### config.mk
export PLATFORM = sky130hd
export DESIGN_NAME = agl_ram
export DESIGN_NICKNAME = d
export VERILOG_FILES = /design/src/rtl/core/agl_ram.sv
export SDC_FILE = /design/constraint.sdc
export NUM_CORES = 1
export LEC_CHECK = 0
export BUFFER_PORTS_ARGS = -buffer_cell sky130_fd_sc_hd__buf_2
export CAP_MARGIN = 20
export CORE_ASPECT_RATIO = 0.9
export CORE_MARGIN = 5
export CORE_UTILIZATION = 33
export CTS_BUF_LIST = sky130_fd_sc_hd__clkbuf_8
export DETAILED_ROUTE_END_ITERATION = 8
export PLACE_DENSITY = 0.48
export SLEW_MARGIN = 5
export SYNTH_ARGS = -nofsm -noshare
export SYNTH_HDL_FRONTEND = slang
export SYNTH_SLANG_ARGS = --single-unit
### constraint.sdc
create_clock -name clock -period 1.74 [get_ports clock]
set_input_delay 0.087 -clock clock [delete_from_list [all_inputs] [get_ports clock]]
set_output_delay 0.087 -clock clock [all_outputs]
set_load 0.1 [all_outputs]
### src/rtl/core/agl_ram.sv
`timescale 1ns / 1ps
// Generic single write port, single read port synchronous RAM.
// Read data is registered. No dependencies.
module agl_ram #(
   parameter int WIDTH = 8,
   parameter int DEPTH = 64
) (
   input  logic                     clock,
   input  logic                     wr_en,
   input  logic [$clog2(DEPTH)-1:0] wr_addr,
   input  logic [WIDTH-1:0]         wr_data,
   input  logic [$clog2(DEPTH)-1:0] rd_addr,
   output logic [WIDTH-1:0]         rd_data
);

   logic [WIDTH-1:0] mem [DEPTH];
   logic [WIDTH-1:0] rd_data_ff;

   always_ff @(posedge clock) begin
      if (wr_en) begin
         mem[wr_addr] <= wr_data;
      end
      rd_data_ff <= mem[rd_addr];
   end

   assign rd_data = rd_data_ff;

endmodule

Word level (Yosys, flattened, before mapping)
Memories as Yosys holds them, arrays and structs flattened. A register that Yosys moved wholly into a read port is not among the register bits.
Index checks and enable logic that the tools add are counted.

operators by class
  shift operators = 0
  reduce and logical (&&, ||, !) cells = 0
  bitwise operators = 0
  muxes and demuxes = 2
  eq/ne operators = 0
  $lt $le $gt $ge = 0
  add/subtract/negate cells = 0
  divide/modulo/power cells = 0
  multipliers = 0

operator list
  cell              number
  2-to-1 mux 1 bit  2

storage, ports and cells
  RAM bits = 512
  memories kept = 1
  latch bits = 0
  bits in read-only memories = 0
  register bits after elaboration = 0
  output and inout bits = 8

memories
  memory  words  width  rd ports  clocked after memory_dff  write ports  RTL line  text
  mem     64     8      1         1                         1            16        logic [WIDTH-1:0] mem [DEPTH];

Depth between registers and ports, before layout
Gate-level depths: netlist of the first run.

  depth after elaboration = 2
  depth in mapped cells = 9
  mapped depth without buffers = 5

Least setup slack after synthesis of the first run
Ideal clock, no wire load.

  kind = input-to-reg
  from = in rd_addr[1]
  to = reg rd_data_ff[3], in the netlist rd_data[3] (read register of mem)
  arrival = 1.627 ns
  library setup time = 0.128 ns
  setup slack = -0.015 ns
  path buffers = 3
  stages on the path = 7
  cells stage by stage = buf_4 -> buf_2 -> buf_2 -> mux4_2 -> mux4_2 -> o21ai_1 -> o41ai_1

RTL lines
  item             RTL line  text
  start, declared  12        input logic [$clog2(DEPTH)-1:0] rd_addr,
  end, declared    17        logic [WIDTH-1:0] rd_data_ff;

==> results of run 1 <==
-- per-stage QoR --
stage	instance area (um2)	utilization [%]
2_1_floorplan	20200	-
3_5_place_dp	22400	36.8
4_1_cts	24100	39.5
5_1_grt	24100	39.6
6_report	24100	39.6
3_3_place_gp	22400	36.8
-- flip-flops by register name, indices dropped and copies added (netlist names) --
name     count
rd_data      8
mem        512
-- worst reg2reg max path, delay by kind of cell, from the launching register on --
kind             cells  cell delay, ns
multiplexers         2            1.04
flip-flops           1            0.37
AND/OR/NAND/NOR      2            0.23
AO/OA/AOI/OAI        1            0.13
-- repair_timing --
action / in CTS / in global routing
pin swaps: 3 / 0
hold buffers: 2 / 0
resized for setup: 19 / 8
hold endpoints to repair: 37 / 0
endpoints found under the setup margin: 7 / 9
-- area by class of cell --
type	count	area, um2
repair buffers	192	1570
flip-flops and latches	520	15500
multi-input cells	369	4440
fillers	5452	36800
clock buffers	91	1250
diodes	1	2.50
well taps	792	991
clock inverters	64	307
-- kinds of logic after synthesis --
| group | count (synthesis) | share of synthesized area (%) |
|---|---|---|
| AOI/OAI and AO/OA | 54 | 2.07 |
| muxes | 162 | 15.9 |
| buffers and inverters | 51 | 1.57 |
| DFF | 520 | 77.0 |
| and+or+nand+nor | 153 | 3.39 |
-- cells in the mapped netlist --
master and count:
a211oi_1 4, o221a_2 2, o2bb2ai_1 3, nand4_1 2, nand4b_1 1, o21a_1 2, o22ai_1 8, mux4_2 126
o41ai_1 2, o21ai_1 2, a22oi_1 3, o21ai_0 2, edfxtp_1 512, nor3_1 7, o221ai_1 8, o32ai_1 2
nand3b_1 3, mux2_2 13, nor2b_1 14, nand2_1 19, and2_1 1, a21oi_1 3, o311ai_1 1, buf_1 4
a2111oi_0 2, clkbuf_1 17, buf_6 4, buf_2 11, buf_4 13, a221oi_1 6, nand3_1 13, a31oi_1 1
nor2_1 83, or3_1 1, nor4_1 2, mux2i_1 23, buf_12 2, nand2b_1 7, dfxtp_1 8, o2111ai_1 3
-- how the worst min path moves through the flow --
| stage | end | start | cells past startpoint |
|---|---|---|---|
| finish | mem[49][7] | wr_addr[1] | 3 |
| CTS | mem[49][7] | wr_addr[1] | 3 |
| global route | mem[48][3] | wr_addr[2] | 3 |
| floorplan | mem[0][0] | wr_data[0] | 0 |
| global placement | rd_data[7] | rd_addr[5] | 5 |
| detailed placement | rd_data[7] | rd_addr[5] | 5 |
-- per-layer routing --
layer / up-vias / track usage (%)
met5: - / 0
met3: 71 / 3.43
met4: 4 / 5.17
li1: 4410 / -
met1: 5361 / 22.0
met2: 285 / 22.7
-- power by group --
part / switching (mW) / internal, mW / total [mW]
Clock: 4.80 / 4.99 / 9.79
Combinational: 1.05 / 0.648 / 1.70
Sequential: 0.0462 / 13.9 / 13.9
==> flow_metrics.env, run 1 <==
export IMPL_hold_viol_final=0
export IMPL_placed_cells=1871
export IMPL_crit_family="multiplexers"
export IMPL_worst_slack_ns=-0.127
export IMPL_area_growth_pct=19.5
export IMPL_post_cts_buffers=0
export IMPL_crit_slowest_cell="mux4_2"
export IMPL_track_usage_pct=15.2
export IMPL_synth_cell_type_count=40
export IMPL_ys_warn_count=0
export IMPL_ff2ff_setup_slack_ns=-0.13
export IMPL_failed_checks="negative setup slack"
export IMPL_clock_latency_ns=0.66
export IMPL_via_per_inst=4.99
export IMPL_total_power_mw=25.4
export IMPL_dp_hpwl_mm=31.7
export IMPL_arrival_ns=2.42
export IMPL_initial_core_util_pct=33.1
export IMPL_synth_top_area_cell="edfxtp_1"
export IMPL_powerDensity_nw_per_um2=1050
export IMPL_post_place_ws_ns=-0.592
export IMPL_min_period_ns=1.87
export IMPL_yosysSeqAreaShare_pct=77.0
export IMPL_grt_pass1_wl_mm=73.3
export IMPL_status="complete, but fails checks"
export IMPL_overflow=0
export IMPL_antenna_found_initial=4
export IMPL_final_cell_mix="512 x edfxtp_1, 149 x buf_4, 126 x mux4_2"
export IMPL_die_height_um=245
export IMPL_netlist_area_leader_share_pct=76.2
export IMPL_synthTopCellsByArea="edfxtp_1 76%, mux4_2 14%, nor2_1 1.5%"
export IMPL_wl_per_cell_um=24.6
export IMPL_htreeDepth=3
export IMPL_max_slew_margin_pct=42.0
export IMPL_clk_pin_slew_ns=0.06
export IMPL_final_cells=2029
export IMPL_crit_cells=5
export IMPL_netlist_area_um2=20200
export IMPL_syn_area_per_cell_um2=21.5
export IMPL_synth_nets=962
export IMPL_die_area_um2=66200
export IMPL_fin_crit_sh_pct=107
export IMPL_ant_nets=0
export IMPL_grt_pass1_vias=10600
export IMPL_top_layer="met5"
export IMPL_globalplace_congestion=0.783
export IMPL_timing_rr_end="rd_data[1]"
export IMPL_port_buffers=29
export IMPL_critPathMaxStageDelay_ns=0.52
export IMPL_cp_cell_sequence="mux4_2 > mux4_2 > nor2_4 > nor3_2 > o2bb2ai_2"
export IMPL_cts_root_buffer="clkbuf_8"
export IMPL_cp_start_kind="flop"
export IMPL_cts_buffers=89
export IMPL_dr_wl_met3_mm=2.74
export IMPL_clk_path_buf_depth=3
export IMPL_required_ns=2.29
export IMPL_setup_tns_ns=-0.473
export IMPL_setup_viol=5
export IMPL_r2r_start="mem[15][1]"
export IMPL_fin_hold_ws_ns=0.0737
export IMPL_dr_wl_met2_mm=22.4
export IMPL_num_vias=10100
export IMPL_worst_pin_slew_ns=0.869
export IMPL_worstSetupEndpoint="rd_data[1]"
export IMPL_finClkSkew_ns=0.0216
export IMPL_synth_seq_cells=520
export IMPL_final_max_slew_violation_count=0
export IMPL_fp_coreArea_um2=60900
export IMPL_cap_violations=0
export IMPL_crit_top_cell="mux4_2"
export IMPL_syn_inst=940
export IMPL_drtIter0Drc=869
export IMPL_drc_errors=0
export IMPL_path_buf_inv=0
export IMPL_rsz0062_at_grt="true"
export IMPL_nets=1194
export IMPL_final_common_cell="edfxtp_1"
export IMPL_ff2ff_path_depth=5
export IMPL_worstPathMaxFanout=1
export IMPL_io_pins=30
export IMPL_ir_drop_mv=0.452
export IMPL_clkSinkCount=520
export IMPL_layout_drive_gt1_share_pct=36.7
export IMPL_clock_fmax_mhz=536
export IMPL_startpoint="mem[15][1]"
export IMPL_leakagePower_nw=7.92
export IMPL_path_class="reg -> reg"
export IMPL_hp_class="in -> reg"
export IMPL_wl_mm=50.0
export IMPL_grt_max_degree=65
export IMPL_cts_tree="done"
export IMPL_die_x_um=271
export IMPL_wl_met1_mm=23.6
export IMPL_end_kind="flop"
export IMPL_rows=86
export IMPL_dr_pass1_iters=5
No activity file was read; power rests on OpenSTA's default activity.
==> inputs of run 2 (changes only) <==
- ABC_AREA: not set -> 1
- CORE_ASPECT_RATIO: 0.9 -> 0.5
- CORE_MARGIN: 5 -> not set
==> flow_metrics.env, run 2 <==
export IMPL_status="completed"
export IMPL_synth_top_area_cell="edfxtp_1"
export IMPL_overflow=0
export IMPL_nets=1975
export IMPL_io_pins=30
export IMPL_synth_nets=1827
export IMPL_netlist_area_um2=21300
export IMPL_netlist_area_leader_share_pct=72.0
export IMPL_final_max_slew_violation_count=0
export IMPL_die_area_um2=65700
export IMPL_total_power_mw=25.3
export IMPL_crit_family="buffers and inverters"
export IMPL_port_buffers=29
export IMPL_fp_coreArea_um2=63400
export IMPL_rows=65
export IMPL_syn_area_per_cell_um2=11.8
export IMPL_crit_cells=1
export IMPL_ff2ff_path_depth=8
export IMPL_setup_viol=0
export IMPL_rsz0062_at_grt="false"
export IMPL_htreeDepth=3
export IMPL_fill_cells=6148
export IMPL_wl_per_cell_um=20.8
export IMPL_dp_hpwl_mm=35.1
export IMPL_yosysSeqAreaShare_pct=72.8
export IMPL_synth_cell_type_count=16
export IMPL_synth_most_common_cell="nand2_1"
export IMPL_hold_start="wr_addr[1]"
export IMPL_final_cell_mix="648 x nand2_1, 512 x edfxtp_1, 439 x nand3_1"
export IMPL_placed_cells=2696
export IMPL_grt_pass1_vias=13900
export IMPL_final_cells=2850
export IMPL_hold_viol_final=0
export IMPL_hp_class="in -> reg"
export IMPL_initial_core_util_pct=33.6
export IMPL_synthTopCellsByArea="edfxtp_1 72%, nand2_1 11%, nand3_1 10%"
export IMPL_globalplace_congestion=0.798
export IMPL_arrival_ns=1.56
export IMPL_cts_tree="done"
export IMPL_cts_root_buffer="clkbuf_8"
export IMPL_setup_tns_ns=0
export IMPL_required_ns=1.65
export IMPL_fin_area_um2=24800
export IMPL_whs_endpoint="mem[49][0]"
export IMPL_min_period_ns=1.65
export IMPL_leakagePower_nw=9.08
export IMPL_via_per_inst=4.93
export IMPL_die_height_um=182
export IMPL_multi_input_area_um2=4950
export IMPL_synthFlopType="edfxtp_1"
export IMPL_final_common_cell="nand2_1"
export IMPL_worst_pin_slew_ns=0.611
export IMPL_wl_mm=59.4
export IMPL_fin_crit_sh_pct=94.6
export IMPL_track_usage_pct=18.2
export IMPL_clkSinkCount=520
export IMPL_timing_rr_end="rd_data[1]"
export IMPL_clock_latency_ns=0.65
export IMPL_cap_violations=0
export IMPL_end_kind="output port"
export IMPL_post_place_ws_ns=-0.0505
export IMPL_dr_pass1_iters=5
export IMPL_clk_path_buf_depth=3
export IMPL_ff2ff_setup_slack_ns=0.34
export IMPL_clock_fmax_mhz=608
export IMPL_max_slew_margin_pct=59.3
export IMPL_area_growth_pct=16.0
export IMPL_grt_pass1_wl_mm=88.7
export IMPL_min_path_cells=3
export IMPL_critPathMaxStageDelay_ns=0.47
export IMPL_worst_slack_ns=0.0942
export IMPL_ant_nets=0
export IMPL_worstPathMaxFanout=1
export IMPL_largest_reg_flops=512
export IMPL_cts_buffers=80
export IMPL_regArea_um2=15500
export IMPL_clk_pin_slew_ns=0.06
export IMPL_path_class="reg -> out"
export IMPL_synth_seq_cells=520
export IMPL_num_vias=14000
export IMPL_dpl_instance_area_um2=23200
export IMPL_drtIter0Drc=1093
export IMPL_die_x_um=362
export IMPL_grt_max_degree=65
export IMPL_drc_errors=0
export IMPL_syn_inst=1805
export IMPL_r2r_start="mem[31][1]"
export IMPL_path_buf_inv=1
export IMPL_ys_warn_count=0
export IMPL_top_register="mem"
export IMPL_ys_async_sr_fraction_pct=0
export IMPL_ir_drop_mv=0.432
export IMPL_antenna_found_initial=2
export IMPL_cp_cell_sequence="buf_2"
export IMPL_synth_common_cells="648 x nand2_1, 512 x edfxtp_1, 439 x nand3_1, 56 x nor2_1, 37 x buf_2"
export IMPL_synth_edff_count=512
export IMPL_crit_slowest_cell="buf_2"
export IMPL_powerDensity_nw_per_um2=1020
export IMPL_finClkSkew_ns=0.0215
export IMPL_layout_drive_gt1_share_pct=13.4
export IMPL_cp_start_kind="flop"
## run 2: changes by cell type after synthesis, moves of 14 or more
cell,change
mux2i_1,-23
nor2b_1,-14
buf_6,+31
nand3_1,+426
buf_2,+26
nand2_1,+629
nor2_1,-27
mux4_2,-126
## run 2: worst max-delay path by stage
| stage | from | slack [ns] | to |
|---|---|---|---|
| after floorplan | wr_en | -0.11 | mem[48][0] |
| after global placement | rd_addr[0] | -0.04 | rd_data[6] |
| after detailed placement | rd_addr[0] | -0.05 | rd_data[6] |
| after CTS | rd_data[1] | 0.04 | rd_data[1] |
| after global routing | rd_data[4] | 0.06 | rd_data[4] |
| final | rd_data[1] | 0.09 | rd_data[1] |
## run 2: repair_timing
item | 4_1_cts | 5_1_grt
buffers inserted | 0 | 0
hold buffers | 12 | 0
hold endpoints to repair | 415 | 0
gates resized for setup | 0 | 0
## run 2: routing by layer
metal / vias to the layer above / share of wire [%] / routed length [um] / global-route usage (%)
met5: - / 0 / 0 / 0
met4: 0 / 2.0 / 1220 / 5.12
met3: 87 / 4.5 / 2690 / 3.08
met2: 338 / 47 / 27800 / 29.3
met1: 6963 / 47 / 27700 / 25.2
li1: 6660 / - / - / -
## run 2: per-stage QoR
| step | hold WS, ns | util, % |
|---|---|---|
| after global placement | 0.493 | 36.6 |
| after CTS | 0.0106 | 39.0 |
| after detailed placement | 0.502 | 36.6 |
| after global routing | 0.0521 | 39.0 |
| after floorplan | 0.186 | - |
| final | 0.0574 | 39.0 |
## run 2: logic make-up (layout without fill, tap and decap cells)
group / Yosys count / count (layout) / synth area share (%)
simple gates: 1160 / 1160 / 23.2
flops: 520 / 520 / 72.8
other cells: 0 / 1 / 0
buf+inv: 125 / 332 / 4.02
## run 2: power breakdown
group / internal, mW / switching (mW) / total (mW) / leakage [nW]
Combinational: 0.560 / 1.46 / 2.02 / 3.60
Clock: 4.59 / 4.81 / 9.40 / 0.806
Sequential: 13.9 / 0.0515 / 13.9 / 4.67
Total: 19.0 / 6.33 / 25.3 / 9.08
## run 2: cell type report
class	count	share of cell area (%)
multi-input combinational	1160	20.0
sequential	520	62.8
antenna	1	0.0101
timing repair buffer	179	7.02
tap	837	4.23
clock inverter	54	0.925
inverter	12	0.222
clock buffer	87	4.84
