### src/rtl/core/agl_pkg.sv
`timescale 1ns / 1ps
// Package for the adjacency list graph store: sizes, command and status codes,
// request/response payload types and memory port bundles. No dependencies.
package agl_pkg;

   localparam int MAX_VERTICES    = 64;
   localparam int LIST_DEPTH      = 64;
   localparam int RESULT_LIMIT    = 64;

   localparam int VALUE_BITS      = 7;
   localparam int VERTEX_BITS     = $clog2(MAX_VERTICES);
   localparam int SLOT_BITS       = $clog2(LIST_DEPTH);
   localparam int LEN_BITS        = $clog2(LIST_DEPTH + 1);
   localparam int ENTRY_ADDR_BITS = VERTEX_BITS + SLOT_BITS;
   localparam int COUNT_BITS      = $clog2(RESULT_LIMIT + 1);

   localparam logic [2:0] KIND_CLEAR  = 3'd0;
   localparam logic [2:0] KIND_ADD    = 3'd1;
   localparam logic [2:0] KIND_ADJ    = 3'd2;
   localparam logic [2:0] KIND_DEGREE = 3'd3;
   localparam logic [2:0] KIND_LIST   = 3'd4;

   localparam logic [1:0] STATUS_OK    = 2'd0;
   localparam logic [1:0] STATUS_RANGE = 2'd1;
   localparam logic [1:0] STATUS_FULL  = 2'd2;
   localparam logic [1:0] STATUS_EMPTY = 2'd3;

   typedef struct packed {
      logic [2:0]            kind;
      logic [VALUE_BITS-1:0] first_vertex;
      logic [VALUE_BITS-1:0] second_vertex;
   } req_type;

   typedef struct packed {
      logic [VALUE_BITS-1:0] value;
      logic [1:0]            status;
      logic                  last;
   } rsp_type;

   typedef struct packed {
      logic                       wr_en;
      logic [ENTRY_ADDR_BITS-1:0] wr_addr;
      logic [VALUE_BITS-1:0]      wr_data;
      logic [ENTRY_ADDR_BITS-1:0] rd_addr;
   } ent_port_type;

   typedef struct packed {
      logic                   wr_en;
      logic [VERTEX_BITS-1:0] wr_addr;
      logic [LEN_BITS-1:0]    wr_data;
      logic [VERTEX_BITS-1:0] rd_addr;
   } len_port_type;

endpackage

### src/rtl/core/agl_seq.sv
`timescale 1ns / 1ps
// Command sequencer: decodes requests, drives the length and entry memories,
// scans lists, builds and walks the neighbor map. Depends on agl_pkg.
module agl_seq import agl_pkg::*; (
   input  logic                  clock,
   input  logic                  reset,
   input  logic                  start,
   output logic                  busy,
   input  req_type               req_data,
   input  logic [VALUE_BITS-1:0] active_count,
   output ent_port_type          ent_port,
   input  logic [VALUE_BITS-1:0] ent_rd_data,
   output len_port_type          len_port,
   input  logic [LEN_BITS-1:0]   len_rd_data,
   output logic                  rsp_strobe,
   output rsp_type               rsp_data
);

   typedef enum logic [7:0] {
      S_IDLE  = 8'b0000_0001,
      S_CHECK = 8'b0000_0010,
      S_LENA  = 8'b0000_0100,
      S_LENB  = 8'b0000_1000,
      S_APP2  = 8'b0001_0000,
      S_APP3  = 8'b0010_0000,
      S_SCAN  = 8'b0100_0000,
      S_WALK  = 8'b1000_0000
   } state_type;

   state_type               state_ff, state_in;
   req_type                 cmd_ff, cmd_in;
   logic [LEN_BITS-1:0]     len_a_ff, len_a_in;
   logic [LEN_BITS-1:0]     len_b_ff, len_b_in;
   logic [LEN_BITS-1:0]     idx_ff, idx_in;
   logic [MAX_VERTICES-1:0] len_valid_ff, len_valid_in;
   logic [MAX_VERTICES-1:0] nbr_map_ff, nbr_map_in;
   logic [VERTEX_BITS-1:0]  walk_ff, walk_in;
   logic [COUNT_BITS-1:0]   count_ff, count_in;
   rsp_type                 rsp_ff, rsp_in;
   logic                    rsp_strobe_ff, rsp_strobe_in;

   logic [VALUE_BITS-1:0]   a_m1, b_m1, d_m1;
   logic [VERTEX_BITS-1:0]  a_idx, b_idx, d_idx;
   logic                    a_ok, b_ok, d_ok, self_loop;
   logic [LEN_BITS-1:0]     len_a_rd, len_b_rd;
   logic [LEN_BITS:0]       len_a_two;
   logic                    edge_full;
   logic                    scan_done;
   logic [LEN_BITS-1:0]     len_a_inc, len_b_inc;
   logic [MAX_VERTICES-1:0] map_rest;
   logic                    walk_fin;

   function automatic rsp_type make_rsp(input logic [VALUE_BITS-1:0] value,
                                        input logic [1:0] status, input logic last);
      rsp_type r;
      r.value  = value;
      r.status = status;
      r.last   = last;
      return r;
   endfunction

   assign a_m1      = cmd_ff.first_vertex - VALUE_BITS'(1);
   assign b_m1      = cmd_ff.second_vertex - VALUE_BITS'(1);
   assign d_m1      = ent_rd_data - VALUE_BITS'(1);
   assign a_idx     = a_m1[VERTEX_BITS-1:0];
   assign b_idx     = b_m1[VERTEX_BITS-1:0];
   assign d_idx     = d_m1[VERTEX_BITS-1:0];
   assign a_ok      = (cmd_ff.first_vertex != '0) && (cmd_ff.first_vertex <= active_count);
   assign b_ok      = (cmd_ff.second_vertex != '0) && (cmd_ff.second_vertex <= active_count);
   assign d_ok      = (ent_rd_data != '0) && (ent_rd_data <= active_count);
   assign self_loop = (cmd_ff.first_vertex == cmd_ff.second_vertex);

   assign len_a_rd  = len_valid_ff[a_idx] ? len_rd_data : '0;
   assign len_b_rd  = len_valid_ff[b_idx] ? len_rd_data : '0;
   assign len_a_two = {1'b0, len_a_ff} + (LEN_BITS+1)'(2);
   assign len_a_inc = len_a_ff + LEN_BITS'(1);
   assign len_b_inc = len_b_ff + LEN_BITS'(1);
   assign edge_full = self_loop ? (len_a_two > (LEN_BITS+1)'(LIST_DEPTH))
                    : ((len_a_ff >= LEN_BITS'(LIST_DEPTH)) ||
                       (len_b_rd >= LEN_BITS'(LIST_DEPTH)));
   assign scan_done = (idx_ff == len_a_ff);

   always_comb begin
      map_rest = nbr_map_ff;
      map_rest[walk_ff] = 1'b0;
   end
   assign walk_fin = (map_rest == '0) || (count_ff == COUNT_BITS'(RESULT_LIMIT - 1));

   always_comb begin
      state_in      = state_ff;
      cmd_in        = cmd_ff;
      len_a_in      = len_a_ff;
      len_b_in      = len_b_ff;
      idx_in        = idx_ff;
      len_valid_in  = len_valid_ff;
      nbr_map_in    = nbr_map_ff;
      walk_in       = walk_ff;
      count_in      = count_ff;
      rsp_in        = rsp_ff;
      rsp_strobe_in = 1'b0;
      ent_port      = '0;
      len_port      = '0;

      unique case (state_ff)
         S_IDLE: begin
            if (start) begin
               cmd_in   = req_data;
               state_in = S_CHECK;
            end
         end
         S_CHECK: begin
            len_port.rd_addr = a_idx;
            unique case (cmd_ff.kind) inside
               KIND_CLEAR: begin
                  len_valid_in  = '0;
                  rsp_in        = make_rsp('0, STATUS_OK, 1'b1);
                  rsp_strobe_in = 1'b1;
                  state_in      = S_IDLE;
               end
               KIND_ADD, KIND_ADJ: begin
                  if (a_ok && b_ok) begin
                     state_in = S_LENA;
                  end else begin
                     rsp_in        = make_rsp('0, STATUS_RANGE, 1'b1);
                     rsp_strobe_in = 1'b1;
                     state_in      = S_IDLE;
                  end
               end
               KIND_DEGREE, KIND_LIST: begin
                  if (a_ok) begin
                     state_in = S_LENA;
                  end else begin
                     rsp_in        = make_rsp('0, STATUS_RANGE, 1'b1);
                     rsp_strobe_in = 1'b1;
                     state_in      = S_IDLE;
                  end
               end
               default: begin
                  state_in = S_IDLE;
               end
            endcase
         end
         S_LENA: begin
            len_a_in   = len_a_rd;
            nbr_map_in = '0;
            walk_in    = '0;
            count_in   = '0;
            idx_in     = LEN_BITS'(1);
            unique case (cmd_ff.kind)
               KIND_ADD: begin
                  len_port.rd_addr = b_idx;
                  state_in         = S_LENB;
               end
               KIND_DEGREE: begin
                  rsp_in        = make_rsp(VALUE_BITS'(len_a_rd), STATUS_OK, 1'b1);
                  rsp_strobe_in = 1'b1;
                  state_in      = S_IDLE;
               end
               default: begin
                  ent_port.rd_addr = {a_idx, SLOT_BITS'(0)};
                  if (len_a_rd == '0) begin
                     rsp_in = make_rsp('0, (cmd_ff.kind == KIND_LIST) ? STATUS_EMPTY
                                                                     : STATUS_OK, 1'b1);
                     rsp_strobe_in = 1'b1;
                     state_in      = S_IDLE;
                  end else begin
                     state_in = S_SCAN;
                  end
               end
            endcase
         end
         S_LENB: begin
            len_b_in = len_b_rd;
            if (edge_full) begin
               rsp_in        = make_rsp('0, STATUS_FULL, 1'b1);
               rsp_strobe_in = 1'b1;
               state_in      = S_IDLE;
            end else begin
               ent_port.wr_en   = 1'b1;
               ent_port.wr_addr = {a_idx, len_a_ff[SLOT_BITS-1:0]};
               ent_port.wr_data = cmd_ff.second_vertex;
               state_in         = S_APP2;
            end
         end
         S_APP2: begin
            ent_port.wr_en    = 1'b1;
            ent_port.wr_data  = cmd_ff.first_vertex;
            len_port.wr_en    = 1'b1;
            len_port.wr_addr  = a_idx;
            len_valid_in[a_idx] = 1'b1;
            if (self_loop) begin
               ent_port.wr_addr = {a_idx, len_a_inc[SLOT_BITS-1:0]};
               len_port.wr_data = len_a_two[LEN_BITS-1:0];
            end else begin
               ent_port.wr_addr = {b_idx, len_b_ff[SLOT_BITS-1:0]};
               len_port.wr_data = len_a_inc;
            end
            state_in = S_APP3;
         end
         S_APP3: begin
            if (!self_loop) begin
               len_port.wr_en      = 1'b1;
               len_port.wr_addr    = b_idx;
               len_port.wr_data    = len_b_inc;
               len_valid_in[b_idx] = 1'b1;
            end
            rsp_in        = make_rsp('0, STATUS_OK, 1'b1);
            rsp_strobe_in = 1'b1;
            state_in      = S_IDLE;
         end
         S_SCAN: begin
            ent_port.rd_addr = {a_idx, idx_ff[SLOT_BITS-1:0]};
            idx_in           = idx_ff + LEN_BITS'(1);
            if (cmd_ff.kind == KIND_ADJ) begin
               if (ent_rd_data == cmd_ff.second_vertex) begin
                  rsp_in        = make_rsp(VALUE_BITS'(1), STATUS_OK, 1'b1);
                  rsp_strobe_in = 1'b1;
                  state_in      = S_IDLE;
               end else if (scan_done) begin
                  rsp_in        = make_rsp('0, STATUS_OK, 1'b1);
                  rsp_strobe_in = 1'b1;
                  state_in      = S_IDLE;
               end
            end else begin
               if (d_ok) begin
                  nbr_map_in[d_idx] = 1'b1;
               end
               if (scan_done) begin
                  state_in = S_WALK;
               end
            end
         end
         S_WALK: begin
            walk_in = walk_ff + VERTEX_BITS'(1);
            if (nbr_map_ff == '0) begin
               rsp_in        = make_rsp('0, STATUS_EMPTY, 1'b1);
               rsp_strobe_in = 1'b1;
               state_in      = S_IDLE;
            end else if (nbr_map_ff[walk_ff]) begin
               nbr_map_in    = map_rest;
               count_in      = count_ff + COUNT_BITS'(1);
               rsp_in        = make_rsp(VALUE_BITS'(walk_ff) + VALUE_BITS'(1), STATUS_OK,
                                        walk_fin);
               rsp_strobe_in = 1'b1;
               if (walk_fin) begin
                  state_in = S_IDLE;
               end
            end
         end
         default: begin
            state_in = S_IDLE;
         end
      endcase
   end

   always_ff @(posedge clock) begin
      if (reset) begin
         state_ff      <= S_IDLE;
         len_valid_ff  <= '0;
         rsp_strobe_ff <= 1'b0;
      end else begin
         state_ff      <= state_in;
         len_valid_ff  <= len_valid_in;
         rsp_strobe_ff <= rsp_strobe_in;
      end
      cmd_ff     <= cmd_in;
      len_a_ff   <= len_a_in;
      len_b_ff   <= len_b_in;
      idx_ff     <= idx_in;
      nbr_map_ff <= nbr_map_in;
      walk_ff    <= walk_in;
      count_ff   <= count_in;
      rsp_ff     <= rsp_in;
   end

   assign busy       = (state_ff != S_IDLE);
   assign rsp_strobe = rsp_strobe_ff;
   assign rsp_data   = rsp_ff;

endmodule

### config.mk
export PLATFORM = sky130hd
export DESIGN_NAME = agl_seq
export DESIGN_NICKNAME = d
export VERILOG_FILES = /design/src/rtl/core/agl_pkg.sv /design/src/rtl/core/agl_seq.sv
export SDC_FILE = /design/constraint.sdc
export NUM_CORES = 1
export LEC_CHECK = 0
export ABC_AREA = 1
export BUFFER_PORTS_ARGS = -buffer_cell sky130_fd_sc_hd__buf_4
export CAP_MARGIN = 40
export CORE_MARGIN = 2
export CORE_UTILIZATION = 53
export DETAILED_ROUTE_END_ITERATION = 10
export PLACE_DENSITY = 0.69
export SYNTH_ARGS = -nofsm -noshare
export SYNTH_HDL_FRONTEND = slang
export SYNTH_SLANG_ARGS = --single-unit
### constraint.sdc
create_clock -name clock -period 4.6 [get_ports clock]
set_input_delay 0.69 -clock clock [delete_from_list [all_inputs] [get_ports clock]]
set_output_delay 0.69 -clock clock [all_outputs]
set_load 0.02 [all_outputs]
# == Word level (Yosys, flattened, before mapping) ==
# Cells that the tools add are included.
# totals
regBits,198
inputBits,41
out_inout_bits,64
wordCells,190
# op_classes
add_sub_neg,10
magnitude_cmp,14
eq_ne,35
mux,80
bitwise_logic,5
reduce_logical,31
# op_table
cell,count
$mux 64,6
$pmux 64 s3,2
$or 64x64->64,3
$logic_not 64->1,2
$mux 10,9
$and 64x64->64,1
$mux 8,8
$not 64->64,1
$pmux 10 s6,1
$pmux 8 s7,1
$mux 7,6
$pmux 20 s2,1
$pmux 8 s2,2
$pmux 10 s3,1
$add 7x1->7 const B,4
$lt 6x7->1 const B,4
$pmux 14 s2,1
$pmux 7 s2,2
$demux 1 s6,4
$ge 6x1->1 const B,4
$mux 12,2
$pmux 12 s2,1
$pmux 6 s2,2
$eq 7x7->1,3
other kinds (48),104

# == Logic depth before layout (Yosys ltp) ==
# Gate-level depths: netlist of the first run.
# depth
depth_word,12
ltp_mapped,22
mapped_depth_nobuf,20

# == Least setup slack after synthesis of the first run ==
# Ideal clock, no wire load.
# synth_path
path_type,reg-to-output
from,reg cmd_ff[0] (netlist name)
to,out ent_port[16] (netlist name)
arrival_time_ns,2.653
required_time_ns,3.910
setup_slack_ns,1.257
stages_incl_launch_ff,20
n_path_buf,4
cell_sequence,edfxtp_1 -> buf_2 -> inv_2 -> buf_2 -> ha_1 -> buf_2 -> inv_1 -> buf_2 -> nand2_1 -> nor2_1 -> nor2_1 -> nand3_1 -> nand3_1 -> nand3_1 -> nand2_1 -> nand2_1 -> nand2_2 -> nand2_2 -> nand2_4 -> o21ai_0
# synth_rtl
item,line_no,text
"start, declared",agl_seq.sv:31,"req_type cmd_ff, cmd_in;"
"start signal, assigned",agl_seq.sv:266,cmd_ff <= cmd_in;
"end, declared",agl_seq.sv:11,"output ent_port_type ent_port,"

==> results.sh, run 1 <==
export IMPL_status="finished clean"
export IMPL_drc=0
export IMPL_final_core_util=0.6051
export IMPL_nNetsFinal=2088
export IMPL_netlist_instances=1948
export IMPL_finalWirelength_mm=46.94
export IMPL_hold_path_class="primary input to register"
export IMPL_max_cap_violations=0
export IMPL_syn_nets=2022
export IMPL_layout_common_cells="504 x nand2_1, 238 x o21ai_0, 225 x inv_1"
export IMPL_multiInputGateArea_um2=7243
export IMPL_synth_top_family_by_area="simple AND/OR/NAND/NOR gates"
export IMPL_cp_end_kind="output pin"
export IMPL_synth_xor_area_frac=0.02518
export IMPL_start_kind="register"
export IMPL_drt_iter0_drc=1990
export IMPL_areaGrowthSynthToFinish_pct=11.74
export IMPL_finClkSkew_ns=0.01239
export IMPL_netlist_area_um2=13710
export IMPL_rsz0062_at_grt="no"
export IMPL_power_leakage_uw=0.006576
export IMPL_track_usage=0.3468
export IMPL_viasPerCell=6.092
export IMPL_cts_buffers=17
export IMPL_drive_gt1_frac=0.1011
export IMPL_yosys_warnings=0
export IMPL_worst_hold_slack_ns=0.4136
export IMPL_place_detailed_hpwl_mm=32.99
export IMPL_antenna_cells=0
export IMPL_grt_pass1_wl_mm=72.36
export IMPL_cts_sinks=198
export IMPL_rows=58
export IMPL_setup_viol=0
export IMPL_worst_ep_arrival_time_ns=3.60
export IMPL_die_w_um=164.9
export IMPL_seqCellArea_um2=5215
export IMPL_fmax_mhz=233.2
export IMPL_synth_area_top_cells="edfxtp_1 27%, nand2_1 14%, dfxtp_1 11%"
export IMPL_grt_pass1_vias=13140
export IMPL_worstMarginPinSlew_ns=0.9465
export IMPL_ys_ff_latch=198
export IMPL_die_y_um=164.9
export IMPL_grt_overflow=0
export IMPL_cts_path_max_buffers=2
export IMPL_worstPathRequired_ns=3.91
export IMPL_pre_cts_slack_ns=0.8031
export IMPL_final_common_cell="nand2_1"
export IMPL_crit_type="register to output pin"
export IMPL_setup_tns_ns=0
export IMPL_ir_worst_vdd_uv=302.8
export IMPL_fin_crit_sh=0.9320
export IMPL_core_area_um2=25330
export IMPL_slew_viol_final=0
export IMPL_finalWeightedCongestion=0.9642
export IMPL_yosysTopAreaCellShare=0.2737
export IMPL_clkSlewWorstSetupHoldPaths_ns=0.08
export IMPL_grt_max_degree=71
export IMPL_power_density_nw_per_um2=380.8
export IMPL_drtPass1Iterations=6
export IMPL_boundaryPins=105
export IMPL_clk_latency_ns=0.45
export IMPL_power_total_uw=5835
export IMPL_clock_root_buffer="clkbuf_16"
export IMPL_finalHoldViolCount=0
export IMPL_synth_cell_types=50
export IMPL_grt_antenna_before_repair=0
export IMPL_htreeDepth=4
export IMPL_synthAdderAreaFrac=0.03011
export IMPL_io_buffers=104
export IMPL_die_area_um2=27180
export IMPL_layout_setup_ws_ns=0.3126
export IMPL_path_max_fanout=20
export IMPL_start_util=0.5415
export IMPL_fin_crit_ns=4.287
export IMPL_ys_seq_area_frac=0.3803
export IMPL_ant_nets=0
export IMPL_cts_tree="built"
export IMPL_synth_compound_area_share=0.2007
export IMPL_synth_simple_gate_area_frac=0.2703
export IMPL_wire_per_inst_um=19.92
export IMPL_muxShareOfSynthArea=0
export IMPL_nFillCells=2381
export IMPL_syn_avg_cell_area_um2=7.040
export IMPL_num_vias=14360
export IMPL_yosysTopAreaCell="edfxtp_1"
export IMPL_slew_headroom=0.3690
-- cells by family after synthesis --
family          after synthesis
simple gates                866
compound gates              497
buf+inv                     318
flops                       198
xor+xnor                     36
fa+ha+maj                    33
-- final cells by class --
class / instances / area share
Timing Repair inverter: 1 / 0.0003266
Inverter: 242 / 0.05985
Multi-Input combinational cell: 1432 / 0.4726
Sequential cell: 198 / 0.3403
Clock inverter: 11 / 0.006695
Timing Repair Buffer: 122 / 0.06107
Clock buffer: 21 / 0.03217
Tap cell: 330 / 0.02694
-- power breakdown --
part	switching (µW)	internal [µW]
registers	91.8	1980
logic	1600	624
clock network	744	793
-- flip-flops by register name, indices dropped and copies added (netlist names) --
signal / flops
len_valid_ff: 64
len_a_ff: 7
cmd_ff: 17
nbr_map_ff: 64
idx_ff: 7
state_ff: 8
rsp_data: 10
count_ff: 7
walk_ff: 6
rsp_strobe: 1
len_b_ff: 7
-- routing by layer --
metal  track usage  vias up  part of all wire  wire length [µm]
met1        0.4780     6599              0.41             19260
li1              -     6768                 -                 -
met3       0.06429      134              0.11              4977
met5             0        -                 0                 0
met2        0.5348      857              0.44             20840
met4        0.1478        0             0.040              1862
-- worst max-delay path, cell delays in order (launching register included) --
cell and delay (ns):
edfxtp_1 0.44, inv_1 0.11, ha_1 0.28, buf_4 0.24, clkinvlp_2 0.41, nand2_1 0.18, nand2_1 0.06, nand2_1 0.05
nand3_1 0.09, nand3_1 0.10, nand3_1 0.07, nand2_1 0.13, nand2_1 0.10, nand2_2 0.08, nand2_2 0.13, nand2_4 0.23
nand2_2 0.11, nand2_1 0.08, o21ai_1 0.07, buf_4 0.18
-- final timing paths --
check                                        end             start  cells past startpoint  slack, ns
worst max-delay path                ent_port[30]         cmd_ff[1]                     19       0.31
worst min-delay path                   cmd_ff[8]       req_data[8]                      1       0.41
worst max register to register       rsp_data[3]        walk_ff[0]                     13       1.00
worst min register to register  len_valid_ff[45]  len_valid_ff[45]                      2       0.47
-- what timing repair did --
action                     4_1_cts  5_1_grt
gates resized for setup          0        1
hold buffers                     0        0
setup endpoints to repair        0        4
buffers inserted                 0        0
hold endpoints to repair         0        0
-- through the flow --
step / instance area (µm²) / cells
floorplan: 13710 / 1948
global placement: 14710 / 2323
detailed placement: 14720 / 2324
CTS: 15320 / 2356
global route: 15320 / 2357
finish: 15320 / 2357
-- Yosys cell counts, drive strengths merged --
master / number
o21a: 3
clkbuf: 37
xor2: 30
o32ai: 2
or3: 1
o221ai: 10
a211oi: 2
nor3: 14
ha: 33
dfxtp: 73
nor4: 18
nand2: 512
a22oi: 5
clkinv: 4
nand3b: 1
o211ai: 3
o21bai: 4
a31oi: 2
nor3b: 6
nor2: 160
nand3: 105
edfxtp: 125
a311oi: 1
a21oi: 109
o31ai: 2
or2: 5
a22o: 8
inv: 238
nand4: 44
o41ai: 1
o22ai: 97
o311ai: 1
xnor2: 6
buf: 39
o21ai: 247
(Power assumes the default switching activity.)
==> inputs of run 2 (changes only) <==
--- a/config.mk
+++ b/config.mk
@@ -8,10 +8,12 @@
 export ABC_AREA = 1
 export BUFFER_PORTS_ARGS = -buffer_cell sky130_fd_sc_hd__buf_4
 export CAP_MARGIN = 40
+export CELL_PAD_IN_SITES_DETAIL_PLACEMENT = 1
+export CELL_PAD_IN_SITES_GLOBAL_PLACEMENT = 2
 export CORE_MARGIN = 2
-export CORE_UTILIZATION = 53
+export CORE_UTILIZATION = 35
 export DETAILED_ROUTE_END_ITERATION = 10
-export PLACE_DENSITY = 0.69
+export PLACE_DENSITY = 0.78
 export SYNTH_ARGS = -nofsm -noshare
 export SYNTH_HDL_FRONTEND = slang
 export SYNTH_SLANG_ARGS = --single-unit
==> run 2 against run 1 <==
  * Die area is 50% higher
  * Largest power group unchanged
  * First-iteration DRC count is 48% lower
  * Routed wire length is 21% higher
  * Highest routed layer unchanged
  * Worst setup slack worse by 0.021 ns
  * Register-to-register slack better by 0.03 ns
  * Sequential cell count stayed put
  * Clock-buffer cell count is 1 lower
  * Global-route usage is 6.8 points lower
  * Final cell count is 8.2% higher
==> results.sh, run 2 (synthesized netlist as in run 1, its figures left out) <==
export IMPL_worstPathRequired_ns=3.91
export IMPL_die_area_um2=40780
export IMPL_htreeDepth=4
export IMPL_hold_path_class="primary input to register"
export IMPL_final_common_cell="nand2_1"
export IMPL_fin_crit_sh=0.9367
export IMPL_finalWeightedCongestion=0.8915
export IMPL_setup_viol=0
export IMPL_num_vias=14220
export IMPL_wire_per_inst_um=22.22
export IMPL_power_density_nw_per_um2=388.6
export IMPL_path_max_fanout=23
export IMPL_clock_root_buffer="clkbuf_16"
export IMPL_cts_sinks=198
export IMPL_drt_iter0_drc=1029
export IMPL_pre_cts_slack_ns=0.8692
export IMPL_rows=72
export IMPL_start_util=0.3549
export IMPL_slew_headroom=0.4218
export IMPL_track_usage=0.2786
export IMPL_grt_pass1_vias=14660
export IMPL_core_area_um2=38650
export IMPL_die_y_um=202.0
export IMPL_final_core_util=0.4047
export IMPL_cts_path_max_buffers=2
export IMPL_layout_common_cells="504 x nand2_1, 238 x o21ai_0, 226 x inv_1"
export IMPL_post_cts_buffers=0
export IMPL_cts_resized=0
export IMPL_layout_setup_ws_ns=0.2914
export IMPL_power_leakage_uw=0.006622
export IMPL_areaGrowthSynthToFinish_pct=14.03
export IMPL_worst_ep_arrival_time_ns=3.62
export IMPL_grt_pass1_wl_mm=87.34
export IMPL_ant_nets=0
export IMPL_place_area_um2=14990
export IMPL_nNetsFinal=2092
export IMPL_worstMarginPinSlew_ns=0.8633
export IMPL_cp_end_kind="output pin"
export IMPL_fin_area_um2=15640
export IMPL_place_detailed_hpwl_mm=40.94
export IMPL_status="finished clean"
export IMPL_drc=0
export IMPL_clk_latency_ns=0.47
export IMPL_cts_buffers=17
export IMPL_finClkSkew_ns=0.01062
export IMPL_fmax_mhz=232.1
export IMPL_cts_tree="built"
export IMPL_setup_tns_ns=0
export IMPL_slew_viol_final=0
export IMPL_start_kind="register"
export IMPL_max_cap_violations=0
export IMPL_drive_gt1_frac=0.1024
export IMPL_finalWirelength_mm=56.69
export IMPL_grt_max_degree=69
export IMPL_clkSlewWorstSetupHoldPaths_ns=0.08
export IMPL_grt_overflow=0
export IMPL_finalHoldViolCount=0
export IMPL_io_buffers=104
export IMPL_boundaryPins=105
export IMPL_crit_type="register to output pin"
export IMPL_viasPerCell=5.576
export IMPL_fin_crit_ns=4.309
export IMPL_power_total_uw=6078
export IMPL_die_w_um=202.0
export IMPL_rsz0062_at_grt="no"
export IMPL_reg_top3="len_valid_ff (64), nbr_map_ff (64), cmd_ff (17)"
export IMPL_cts_hold_buf=0
export IMPL_grt_antenna_before_repair=2
export IMPL_drtPass1Iterations=5
export IMPL_ir_worst_vdd_uv=294.6
==> run 2: cell type report <==
cell class	count	area, µm²
tap	518	648.1
clock inverter	12	162.7
timing repair buffer	127	973.4
clock buffer	20	478.0
inverter	242	913.4
multi-input combinational	1432	7243
fill	4904	23010
sequential	198	5215
antenna	2	5.005
==> run 2: critical path, cell delays in order, from the launching register on <==
cell	delay, ns
edfxtp_1	0.43
inv_2	0.08
buf_4	0.33
nand2_1	0.10
nand2_1	0.07
nand2_1	0.28
inv_1	0.35
nand3_1	0.12
nand3_1	0.11
nand3_1	0.12
nand2_1	0.18
nand2_1	0.11
nand2_2	0.08
nand2_2	0.11
nand2_4	0.23
nand2_2	0.10
nand2_1	0.07
o21ai_0	0.09
buf_4	0.18
==> run 2: final timing paths <==
| path | endpoint | depth (start not counted) | slack [ns] | start |
|---|---|---|---|---|
| hold reg to reg | len_valid_ff[47] | 2 | 0.48 | len_valid_ff[47] |
| setup / recovery | ent_port[26] | 18 | 0.29 | cmd_ff[0] |
| hold / removal | cmd_ff[6] | 1 | 0.39 | req_data[6] |
| setup reg to reg | rsp_data[0] | 16 | 1.03 | cmd_ff[0] |
==> run 2: power by group <==
part | leakage [µW] | internal [µW] | switching [µW] | total (µW)
logic | 0.00470 | 627 | 1700 | 2320
clock network | 0.000312 | 927 | 760 | 1690
registers | 0.00160 | 1980 | 87.5 | 2070
==> run 2: routing by layer <==
metal / vias up / GRT usage / share of wire / wire length (µm)
met2: 331 / 0.4820 / 0.49 / 27850
met5: - / 0 / 0 / 0
met1: 6993 / 0.3552 / 0.44 / 25110
met4: 0 / 0.1158 / 0.032 / 1824
met3: 111 / 0.02709 / 0.034 / 1903
li1: 6789 / - / - / -
==> run 2: through the flow <==
step                      cells  hold slack [ns]
after detailed placement   2517           0.4653
after floorplan            1948           0.4467
after global routing       2551           0.3772
after CTS                  2549           0.3703
final                      2551           0.3929
after global placement     2516           0.4600
